--- src/rtl/can_motor_feedback_and_drive_frames_unit_macros.svh ---
// Assertion macros shared by the motor feedback and drive frame unit.
// No dependencies; included by the modules that check their own logic.
`ifndef CAN_MOTOR_FEEDBACK_AND_DRIVE_FRAMES_UNIT_MACROS_SVH
`define CAN_MOTOR_FEEDBACK_AND_DRIVE_FRAMES_UNIT_MACROS_SVH

// Same-cycle implication, checked outside reset.
`define CMFD_ASSERT_NOW(label, clk, rst_n, ante, cons) \
    label: assert property (@(posedge clk) disable iff (!rst_n) (ante) |-> (cons)) \
        else $error("cmfd assertion failed");

// Next-cycle implication, checked outside reset.
`define CMFD_ASSERT_NEXT(label, clk, rst_n, ante, cons) \
    label: assert property (@(posedge clk) disable iff (!rst_n) (ante) |=> (cons)) \
        else $error("cmfd assertion failed");

`endif

--- src/rtl/cmfd_pkg.sv ---
// Types, codes and constants of the motor feedback and drive frame unit.
// No dependencies; imported by the controller, the datapath and the top level.
package cmfd_pkg;

    localparam int MOTOR_COUNT_DEF = 6;

    localparam logic [10:0] WHEEL_ID          = 11'h200;
    localparam logic [10:0] CLAMP_ID          = 11'h1FF;
    localparam logic [10:0] FEEDBACK_BASE     = 11'h200;
    localparam logic [3:0]  FRAME_BYTES       = 4'd8;
    localparam logic [3:0]  WHEEL_GROUP       = 4'd4;
    localparam logic [14:0] MAX_CURRENT_RESET = 15'd16384;

    // Command codes
    localparam logic [2:0] CMD_FRAME    = 3'd0;
    localparam logic [2:0] CMD_POLL     = 3'd1;
    localparam logic [2:0] CMD_WHEEL    = 3'd2;
    localparam logic [2:0] CMD_CLAMP    = 3'd3;
    localparam logic [2:0] CMD_TX_WHEEL = 3'd4;
    localparam logic [2:0] CMD_TX_CLAMP = 3'd5;

    // Status codes
    localparam logic [1:0] ST_DONE   = 2'd0;
    localparam logic [1:0] ST_BAD_ID = 2'd1;
    localparam logic [1:0] ST_BAD_LEN = 2'd2;
    localparam logic [1:0] ST_RANGE  = 2'd3;

    typedef struct packed {
        logic [2:0]         command;
        logic [10:0]        frame_id;
        logic [3:0]         frame_length;
        logic [63:0]        frame_data;
        logic [3:0]         motor;
        logic signed [15:0] drive_value;
        logic               query;
    } t_in_word;

    typedef struct packed {
        logic [1:0]         status;
        logic               frame_valid;
        logic [10:0]        out_frame_id;
        logic [63:0]        out_frame_data;
        logic signed [15:0] speed;
        logic [15:0]        torque_current;
        logic [7:0]         temperature;
        logic signed [31:0] angle;
    } t_out_word;

    // Controller to datapath
    typedef struct packed {
        logic latch;
        logic exec;
        logic walk;
        logic load;
    } t_dp_cmd;

    // Datapath to controller
    typedef struct packed {
        logic is_poll;
        logic walk_last;
        logic out_free;
    } t_dp_stat;

endpackage

--- src/rtl/can_motor_feedback_and_drive_frames_unit.sv ---
// Motor feedback table and CAN drive frame packer, one word in, one word out.
// An accepted item is registered, executed in S_EXEC and loaded into the output
// register in S_LOAD; a poll tick adds S_WALK between the two, since the angle
// update walks the motor table one entry per cycle through a single adder. The
// input stalls from acceptance until the load, so the next item is taken only
// once the last one is loaded. The next item is accepted while a finished result
// still waits in the output register; a second finished result then holds the
// controller, and the input stalls, until the first one is taken. max_current
// resets to 16384 and may be written at any time the block is idle.
// Depends on cmfd_pkg, cmfd_ctrl and cmfd_dp.

module can_motor_feedback_and_drive_frames_unit
    import cmfd_pkg::*;
#(
    parameter int MOTOR_COUNT = MOTOR_COUNT_DEF
) (
    input  logic        i_clk,
    input  logic        i_rst_n,
    input  logic        i_in_valid,
    output logic        o_in_stall,
    input  t_in_word    i_in_word,
    output logic        o_out_valid,
    input  logic        i_out_stall,
    output t_out_word   o_out_word,
    input  logic        i_cfg_valid,
    output logic        o_cfg_ready,
    input  logic [14:0] i_cfg_data
);

    t_dp_cmd  dp_cmd;
    t_dp_stat dp_stat;
    logic     cfg_wr;

    assign o_cfg_ready = 1'b1;
    assign cfg_wr      = i_cfg_valid && o_cfg_ready;

    cmfd_ctrl u_ctrl (
        .i_clk      (i_clk),
        .i_rst_n    (i_rst_n),
        .i_in_valid (i_in_valid),
        .o_in_stall (o_in_stall),
        .i_stat     (dp_stat),
        .o_cmd      (dp_cmd)
    );

    cmfd_dp #(
        .MOTOR_COUNT (MOTOR_COUNT)
    ) u_dp (
        .i_clk       (i_clk),
        .i_rst_n     (i_rst_n),
        .i_in_word   (i_in_word),
        .i_cfg_wr    (cfg_wr),
        .i_cfg_data  (i_cfg_data),
        .i_cmd       (dp_cmd),
        .o_stat      (dp_stat),
        .o_out_valid (o_out_valid),
        .i_out_stall (i_out_stall),
        .o_out_word  (o_out_word)
    );

endmodule

--- src/rtl/cmfd_ctrl.sv ---
// Sequencing state machine of the motor feedback and drive frame unit.
// Depends on cmfd_pkg and the assertion macro header.
`include "can_motor_feedback_and_drive_frames_unit_macros.svh"

module cmfd_ctrl
    import cmfd_pkg::*;
(
    input  logic     i_clk,
    input  logic     i_rst_n,
    input  logic     i_in_valid,
    output logic     o_in_stall,
    input  t_dp_stat i_stat,
    output t_dp_cmd  o_cmd
);

    typedef enum logic [1:0] {
        S_IDLE,
        S_EXEC,
        S_WALK,
        S_LOAD
    } t_state;

    t_state r_state;
    t_state n_state;
    logic   r_in_stall;
    logic   n_in_stall;

    always_comb begin
        n_state    = r_state;
        n_in_stall = r_in_stall;
        o_cmd      = '0;
        unique case (r_state)
            S_IDLE: begin
                o_cmd.latch = i_in_valid;
                if (i_in_valid) begin
                    n_state    = S_EXEC;
                    n_in_stall = 1'b1;
                end
            end
            S_EXEC: begin
                o_cmd.exec = 1'b1;
                n_state    = i_stat.is_poll ? S_WALK : S_LOAD;
            end
            S_WALK: begin
                o_cmd.walk = 1'b1;
                if (i_stat.walk_last) begin
                    n_state = S_LOAD;
                end
            end
            S_LOAD: begin
                // hold until the output register can take the word
                o_cmd.load = i_stat.out_free;
                if (i_stat.out_free) begin
                    n_state    = S_IDLE;
                    n_in_stall = 1'b0;
                end
            end
            default: begin
                n_state    = S_IDLE;
                n_in_stall = 1'b0;
            end
        endcase
    end

    always_ff @(posedge i_clk) begin
        if (!i_rst_n) begin
            r_state    <= S_IDLE;
            r_in_stall <= 1'b0;
        end else begin
            r_state    <= n_state;
            r_in_stall <= n_in_stall;
        end
    end

    assign o_in_stall = r_in_stall;

    `CMFD_ASSERT_NEXT(a_accept_then_exec, i_clk, i_rst_n, o_cmd.latch, o_cmd.exec)
    `CMFD_ASSERT_NEXT(a_load_then_ready, i_clk, i_rst_n, o_cmd.load, !o_in_stall)
    `CMFD_ASSERT_NOW(a_stall_while_busy, i_clk, i_rst_n, o_cmd.exec || o_cmd.walk, o_in_stall)

endmodule

--- src/rtl/cmfd_dp.sv ---
// Datapath: motor table, command frames, drive clamp and output register.
// Depends on cmfd_pkg and the assertion macro header.
`include "can_motor_feedback_and_drive_frames_unit_macros.svh"

module cmfd_dp
    import cmfd_pkg::*;
#(
    parameter int MOTOR_COUNT = MOTOR_COUNT_DEF
) (
    input  logic        i_clk,
    input  logic        i_rst_n,
    input  t_in_word    i_in_word,
    input  logic        i_cfg_wr,
    input  logic [14:0] i_cfg_data,
    input  t_dp_cmd     i_cmd,
    output t_dp_stat    o_stat,
    output logic        o_out_valid,
    input  logic        i_out_stall,
    output t_out_word   o_out_word
);

    localparam int IDX_W = $clog2(MOTOR_COUNT);
    localparam logic [IDX_W-1:0] LAST_IDX = IDX_W'(MOTOR_COUNT - 1);
    localparam logic [10:0] FB_TOP   = FEEDBACK_BASE + 11'(MOTOR_COUNT);
    localparam logic [3:0]  MOTOR_TOP = 4'(MOTOR_COUNT);

    t_in_word    r_item;
    logic [14:0] r_max_current;

    logic [15:0] r_speed [MOTOR_COUNT];
    logic [15:0] r_current [MOTOR_COUNT];
    logic [7:0]  r_temp [MOTOR_COUNT];
    logic [31:0] r_angle [MOTOR_COUNT];
    logic [63:0] r_wheel;
    logic [63:0] r_clamp;

    logic [IDX_W-1:0] r_walk_idx;
    logic [1:0]       r_status;
    logic [1:0]       n_status;
    logic             r_out_valid;
    t_out_word        r_out_word;
    t_out_word        n_out_word;

    // Decode of the held item
    logic [10:0]        id_off;
    logic [IDX_W-1:0]   fb_idx;
    logic               id_ok;
    logic [3:0]         wheel_off;
    logic [3:0]         clamp_off;
    logic               wheel_ok;
    logic               clamp_ok;
    logic               q_ok;
    logic [IDX_W-1:0]   q_idx;
    logic [IDX_W-1:0]   rd_idx;
    logic [15:0]        rd_speed;
    logic signed [15:0] lim;
    logic signed [15:0] neg_lim;
    logic signed [15:0] drive_sat;
    logic               out_taken;

    assign id_off    = r_item.frame_id - (FEEDBACK_BASE + 11'd1);
    assign fb_idx    = id_off[IDX_W-1:0];
    assign id_ok     = (r_item.frame_id > FEEDBACK_BASE) && (r_item.frame_id <= FB_TOP);
    assign wheel_off = r_item.motor - 4'd1;
    assign clamp_off = r_item.motor - (WHEEL_GROUP + 4'd1);
    assign wheel_ok  = (r_item.motor >= 4'd1) && (r_item.motor <= WHEEL_GROUP);
    assign clamp_ok  = (r_item.motor > WHEEL_GROUP) && (r_item.motor <= MOTOR_TOP);
    assign q_ok      = (r_item.motor >= 4'd1) && (r_item.motor <= MOTOR_TOP);
    assign q_idx     = wheel_off[IDX_W-1:0];

    // One read address of the speed table: the walk index during a poll, else the queried motor
    assign rd_idx   = i_cmd.walk ? r_walk_idx : q_idx;
    assign rd_speed = r_speed[rd_idx];

    assign lim     = signed'({1'b0, r_max_current});
    assign neg_lim = -lim;

    always_comb begin
        drive_sat = r_item.drive_value;
        if (r_item.drive_value > lim) begin
            drive_sat = lim;
        end else if (r_item.drive_value < neg_lim) begin
            drive_sat = neg_lim;
        end
    end

    always_comb begin
        n_status = ST_DONE;
        unique case (r_item.command)
            CMD_FRAME: begin
                if (!id_ok) begin
                    n_status = ST_BAD_ID;
                end else if (r_item.frame_length != FRAME_BYTES) begin
                    n_status = ST_BAD_LEN;
                end
            end
            CMD_WHEEL: n_status = wheel_ok ? ST_DONE : ST_RANGE;
            CMD_CLAMP: n_status = clamp_ok ? ST_DONE : ST_RANGE;
            default:   n_status = ST_DONE;
        endcase
    end

    always_comb begin
        n_out_word        = '0;
        n_out_word.status = r_status;
        if (r_item.command == CMD_TX_WHEEL) begin
            n_out_word.frame_valid    = 1'b1;
            n_out_word.out_frame_id   = WHEEL_ID;
            n_out_word.out_frame_data = r_wheel;
        end else if (r_item.command == CMD_TX_CLAMP) begin
            n_out_word.frame_valid    = 1'b1;
            n_out_word.out_frame_id   = CLAMP_ID;
            n_out_word.out_frame_data = r_clamp;
        end
        if (r_item.query) begin
            if (q_ok) begin
                n_out_word.speed          = signed'(rd_speed);
                n_out_word.torque_current = r_current[q_idx];
                n_out_word.temperature    = r_temp[q_idx];
                n_out_word.angle          = signed'(r_angle[q_idx]);
            end else if (r_status == ST_DONE) begin
                n_out_word.status = ST_RANGE;
            end
        end
    end

    // Payload registers
    always_ff @(posedge i_clk) begin
        if (i_cmd.latch) begin
            r_item <= i_in_word;
        end
        if (i_cmd.exec) begin
            r_status <= n_status;
        end
        if (i_cmd.load) begin
            r_out_word <= n_out_word;
        end
    end

    // Tables, frames and control
    always_ff @(posedge i_clk) begin
        if (!i_rst_n) begin
            for (int k = 0; k < MOTOR_COUNT; k++) begin
                r_speed[k]   <= '0;
                r_current[k] <= '0;
                r_temp[k]    <= '0;
                r_angle[k]   <= '0;
            end
            r_wheel       <= '0;
            r_clamp       <= '0;
            r_max_current <= MAX_CURRENT_RESET;
            r_walk_idx    <= '0;
        end else begin
            if (i_cfg_wr) begin
                r_max_current <= i_cfg_data;
            end
            if (i_cmd.exec) begin
                r_walk_idx <= '0;
                if (r_item.command == CMD_FRAME && n_status == ST_DONE) begin
                    r_speed[fb_idx]   <= r_item.frame_data[47:32];
                    r_current[fb_idx] <= r_item.frame_data[31:16];
                    r_temp[fb_idx]    <= r_item.frame_data[15:8];
                end
                if (r_item.command == CMD_WHEEL && wheel_ok) begin
                    r_wheel[(2'd3 - wheel_off[1:0]) * 16 +: 16] <= drive_sat;
                end
                if (r_item.command == CMD_CLAMP && clamp_ok) begin
                    r_clamp[(2'd3 - clamp_off[1:0]) * 16 +: 16] <= drive_sat;
                end
            end
            if (i_cmd.walk) begin
                r_angle[rd_idx] <= r_angle[rd_idx] + {{16{rd_speed[15]}}, rd_speed};
                // advance, wrap to zero after the last motor
                r_walk_idx <= (r_walk_idx == LAST_IDX) ? '0 : r_walk_idx + 1'b1;
            end
        end
    end

    assign out_taken = r_out_valid && !i_out_stall;

    always_ff @(posedge i_clk) begin
        if (!i_rst_n) begin
            r_out_valid <= 1'b0;
        end else if (i_cmd.load) begin
            r_out_valid <= 1'b1;
        end else if (out_taken) begin
            r_out_valid <= 1'b0;
        end
    end

    assign o_stat.is_poll   = (r_item.command == CMD_POLL);
    assign o_stat.walk_last = (r_walk_idx == LAST_IDX);
    assign o_stat.out_free  = !r_out_valid || !i_out_stall;

    assign o_out_valid = r_out_valid;
    assign o_out_word  = r_out_word;

    `CMFD_ASSERT_NEXT(a_walk_wraps, i_clk, i_rst_n, i_cmd.walk && o_stat.walk_last, r_walk_idx == '0)
    `CMFD_ASSERT_NEXT(a_load_sets_valid, i_clk, i_rst_n, i_cmd.load, r_out_valid)
    `CMFD_ASSERT_NOW(a_frame_id_known, i_clk, i_rst_n, r_out_valid && r_out_word.frame_valid, r_out_word.out_frame_id == WHEEL_ID || r_out_word.out_frame_id == CLAMP_ID)

endmodule
--- config.mk ---
export PLATFORM = sky130hd
export DESIGN_NAME = can_motor_feedback_and_drive_frames_unit
export DESIGN_NICKNAME = d
export VERILOG_FILES = /design/src/rtl/cmfd_pkg.sv /design/src/rtl/can_motor_feedback_and_drive_frames_unit.sv /design/src/rtl/cmfd_ctrl.sv /design/src/rtl/cmfd_dp.sv
export VERILOG_INCLUDE_DIRS = /design/src /design/src/rtl
export SDC_FILE = /design/constraint.sdc
export NUM_CORES = 2
export LEC_CHECK = 0
export ABC_AREA = 1
export BUFFER_PORTS_ARGS = -buffer_cell sky130_fd_sc_hd__buf_2
export CAP_MARGIN = 10
export CORE_MARGIN = 2
export CORE_UTILIZATION = 45
export CTS_CLUSTER_DIAMETER = 40
export DETAILED_ROUTE_END_ITERATION = 10
export GPL_TIMING_DRIVEN = 1
export PLACE_DENSITY = 0.63
export SLEW_MARGIN = 20
export SYNTH_ARGS = -nofsm -noshare
export SYNTH_HDL_FRONTEND = slang
export SYNTH_SLANG_ARGS = --single-unit
--- constraint.sdc ---
create_clock -name i_clk -period 9 [get_ports i_clk]
set_input_delay 0.45 -clock i_clk [delete_from_list [all_inputs] [get_ports i_clk]]
set_output_delay 0.45 -clock i_clk [all_outputs]
set_load 0.01 [all_outputs]
Word-level counts from Yosys, hierarchy flattened. Memory sizes are Yosys's and may differ from the RTL's. A register that Yosys moved wholly into a read port is not among the register bits. Cells that the tools add are included.

Register bits: 333. Bits in writable memories: 432. Bits of input ports: 123. Logic and storage cells: 141. Memories: 4.

Memory list: u_dp.r_angle (words 6, width 32, rd ports 2, clocked after Yosys merged registers in 1, write ports 6, line cmfd_dp.sv:33) `logic [31:0] r_angle [MOTOR_COUNT];`; u_dp.r_current (words 6, width 16, rd ports 1, clocked after Yosys merged registers in 1, write ports 6, line cmfd_dp.sv:31) `logic [15:0] r_current [MOTOR_COUNT];`; u_dp.r_speed (words 6, width 16, rd ports 1, clocked after Yosys merged registers in 0, write ports 6, line cmfd_dp.sv:30) `logic [15:0] r_speed [MOTOR_COUNT];`; u_dp.r_temp (words 6, width 8, rd ports 1, clocked after Yosys merged registers in 1, write ports 6, line cmfd_dp.sv:32) `logic [7:0] r_temp [MOTOR_COUNT];`.

$add $sub $neg: 10. Order comparisons: 8. Eq/ne operators: 13. Shifts and indexed selects: 4. Multiplexer cells: 52. Reduce and logical (&&, ||, !) cells: 30.

Operators with widths (number): $bwmux 64 (2); $shift 16x34->64 const A (2); $shiftx 16x34->64 (2); $mux 76 (1); $neg 32->34 (2); $mux 16 (4); $mux 64 (1); $add 32x32->32 (1); $mux 32 (1); $reduce_or 16->1 (2); $reduce_or 32->1 (1); $mux 3 (8); $mux 1 (21); $mux 2 (10); $gt 16x16->1 (1); $lt 16x16->1 (1); $neg 15->16 (1); $gt 11x10->1 const B (1); $le 11x10->1 const B (1); $eq 3x3->1 const B (3); $le 4x3->1 const B (2); $logic_and 1x1->1 (8); $mux 8 (1); $pmux 2 s4 (1); other kinds (23) (39).

Longest topological paths before layout.
Word-level depth: 12. Depth in mapped cells: 32. Depth with buffers taken out: 28.

Hierarchy. From an unflattened synthesis, not the netlist that was laid out.

Cell total of the unflattened synthesis: 4300. Area total of the unflattened synthesis: 43150.1 um^2.

By module, submodules not included: cmfd_dp (instances 1, cells each 4257, area an instance 42867.4 um^2); cmfd_ctrl (instances 1, cells each 41, area an instance 271.5 um^2); can_motor_feedback_and_drive_frames_unit (instances 1, cells each 2, area an instance 11.3 um^2).

Worst setup path after synthesis. Ideal clock, no wire load.

Path kind: input -> register. From: input port i_out_stall. To: register u_dp.o_out_word[0] (netlist name). Library setup time: 0.647 ns. Arrival time: 6.500 ns. Required time: 8.353 ns. Path slack: 1.852 ns. Stages on the path: 3. Cell sequence: nand2_1 -> inv_1 -> nor2_1.

RTL lines: from (decl) (line can_motor_feedback_and_drive_frames_unit.sv:23) `input logic i_out_stall,`.

==> results.json <==
{
  "syn_area_mm2": 0.0432,
  "rsz0062_at_grt": "no",
  "floorplan.rows": 113,
  "crit_chain": "inv_1 > ha_1 > inv_1 > nand2_1 > nand2_4 > inv_4 > buf_4 > o21ai_0 > o22ai_1 > inv_1 > o21ai_0 > inv_1 > fa_1 > o21ai_1 > a21oi_1 > o21ai_1 > a21oi_1 > or2_2 > nand3_1 > inv_1",
  "cp_slowest_cell": "buf_4",
  "ioPinCount": 276,
  "setup_tns_ps": 0,
  "use_met2": 0.417,
  "io_buffers": 249,
  "use_met3": 0.0470,
  "syn_to_final_growth_pct": 19.0,
  "post-cts-setup-buffer-count": 0,
  "core_area_mm2": 0.0950,
  "gr-total-overflow": 0,
  "num_vias": 33900,
  "stdcell_count": 5930,
  "die_area_mm2": 0.0985,
  "cp.arrival_ps": 6330,
  "path_max_fanout": 56,
  "cp.required_ps": 9470,
  "synth-edff-count": 798,
  "cp_common_cell": "inv_1",
  "cp-end-kind": "flop",
  "cts_buffer_depth": 3,
  "period_needed_ps": 5860,
  "die_h_um": 314,
  "drive_gt1_frac": 0.130,
  "ys.flop_type": "edfxtp_1",
  "grt_max_degree": 116,
  "post_cts_resized": 0,
  "cts_tree": "built",
  "max-cap-violations": 0,
  "htree_levels": 4,
  "hold_viol": 0,
  "avgRoutedWirePerCell_um": 21.6,
  "ir_drop_v": 0.000228,
  "top_usage_layer": "met2",
  "hold_path.class": "in2reg",
  "p_leak_nw": 19.2,
  "final_antenna_net_count": 0,
  "ff2ff_setup_slack_ps": 3140,
  "clk_pin_slew_ps": 60,
  "drv_slew": 0,
  "cts_hold_buf": 88,
  "clock-sinks": 948,
  "skew_ps": 38.3,
  "critPathBufInv": 7,
  "dr.pass1.iters": 6,
  "synthCells": 4284,
  "dp.cells": 5581,
  "finalSetupViolations": 0,
  "critical-path-top-delay-family": "compound AO/OA/AOI/OAI gates",
  "syn-num-nets": 4480,
  "wirelength_mm": 128,
  "hold_slack_ps": 44.6,
  "grt_pass1_vias": 32500,
  "viasPerCell": 5.72,
  "synth.distinct_cells": 49,
  "ys_ff_latch": 948,
  "track_usage": 0.256,
  "antenna_found_initial": 2,
  "slowest_delay_ps": 560,
  "post-route-drc-count": 0,
  "maxSlewHeadroom": 0.209,
  "tightest_slew_ps": 1180,
  "grt_pass1_wl_mm": 192,
  "syn_avg_cell_area_um2": 10.1,
  "clockRootBuffer": "clkbuf_16",
  "grt_use_met1": 0.342,
  "yosysSeqAreaShare": 0.624,
  "power_mw": 17.4,
  "max_freq_ghz": 0.171,
  "yosysWarningCount": 0,
  "hpwl_mm": 74.6,
  "nets": 4742,
  "worstSkewPairLatency_ps": 750,
  "cts_buffers": 140,
  "drtIter0Drc": 3389,
  "async_flop_share": 0,
  "status": "finished clean",
  "routabilityCongestion": 0.932,
  "die_w_um": 314,
  "start_util": 0.455,
  "post-route-period-util": 0.651,
  "cp-start-kind": "flop",
  "p_per_area_mw_per_mm2": 339,
  "worstSetupPathType": "reg2reg"
}
state kept, by name (all words and copies together) (netlist names), 2 cells and up:
signal and count:
u_dp.r_angle 256, u_dp.r_temp 64, u_dp.r_wheel 64, u_dp.r_max_current 15
u_dp.r_clamp 64, u_dp.r_speed 128, u_dp.r_status 2, u_dp.r_current 128
u_ctrl.r_state 2, u_dp.o_out_word 141, u_dp.r_walk_idx 3, u_dp.r_item 79
placed cells by master, fill, tap and decap left out, types with 9 or more instances in the layout:
cell,Yosys,layout
nor2_1,622,607
a21oi_1,342,342
o22ai_1,15,15
a311oi_1,17,16
a221oi_1,15,15
buf_4,21,70
a31oi_1,40,40
clkbuf_1,215,15
a211oi_1,18,18
nand3_1,238,238
o21bai_1,9,9
inv_1,332,325
clkinv_2,0,17
bufinv_16,0,20
inv_2,7,9
a32o_1,16,16
o21ai_0,388,387
a2111oi_0,16,16
a22o_1,64,64
clkbuf_16,0,146
nand2_1,559,553
nand4_1,108,108
ha_1,72,71
edfxtp_1,798,798
nor2_4,1,12
inv_6,0,19
dlygate4sd3_1,0,88
o211ai_1,86,86
clkinv_1,6,14
nor3_1,23,23
buf_2,30,248
clkinvlp_4,0,17
dfxtp_1,150,150
path summary, 6_finish.rpt:
check               startpoint               endpoint  depth (start not counted)
min              i_cfg_data[6]  u_dp.r_max_current[6]                          3
min reg2reg    u_dp.r_wheel[8]        u_dp.r_wheel[8]                          2
max          u_ctrl.r_state[0]    u_dp.r_angle[5][22]                         20
max reg2reg  u_ctrl.r_state[0]    u_dp.r_angle[5][22]                         20
layout make-up:
type	count	area, um^2
multi-input combinational	2704	13900
clock inverter	98	1220
sequential	948	27000
fill	8381	43600
inverter	345	1310
clock buffer	162	3720
timing repair buffer	407	2670
antenna	1	2.50
tap	1265	1580
worst register-to-register path, delay by kind of cell (launching register included):
family	cells	cell delay [ps]
fa+ha+maj	2	880
compound gates	7	1680
simple gates	4	1000
buf+inv	7	1680
flops	1	340
where the power goes:
part | switching, mW | internal (mW) | total [mW]
Clock | 2.09 | 3.59 | 5.68
Sequential | 0.146 | 5.20 | 5.34
Combinational | 4.58 | 1.81 | 6.39
Total | 6.81 | 10.6 | 17.4
per-stage QoR:
| step | setup WS, ps | cell area [um^2] | util |
|---|---|---|---|
| after floorplan | 1850 | 43200 | - |
| after global placement | 3240 | 45500 | 0.479 |
| after detailed placement | 3190 | 45500 | 0.479 |
| after CTS | 3120 | 51400 | 0.541 |
| after global routing | 2510 | 51400 | 0.541 |
| final | 3140 | 51400 | 0.541 |
logic make-up after synthesis:
| logic type | synth area share |
|---|---|
| xor+xnor | 0.00180 |
| flops | 0.624 |
| buf+inv | 0.0577 |
| compound gates | 0.143 |
| fa+ha+maj | 0.0213 |
| simple gates | 0.152 |
| other cells | 0.000174 |
layer usage:
layer	vias to the layer above	part of all wire
li1	15800	-
met1	16400	0.41
met2	1467	0.47
met3	254	0.083
met4	0	0.030
met5	-	0
cells in the mapped netlist, types with 30 or more instances:
cell type,count,area share
clkbuf_1,215,0.019
nand2_1,559,0.049
edfxtp_1,798,0.55
ha_1,72,0.021
dfxtp_1,150,0.070
a21oi_1,342,0.040
a22o_1,64,0.013
nand4_1,108,0.016
o211ai_1,86,0.015
a31oi_1,40,0.0058
buf_2,30,0.0035
nor2_1,622,0.054
o21ai_0,388,0.045
nand3_1,238,0.028
inv_1,332,0.029
Note: power is estimated with default switching activity, not from simulation.
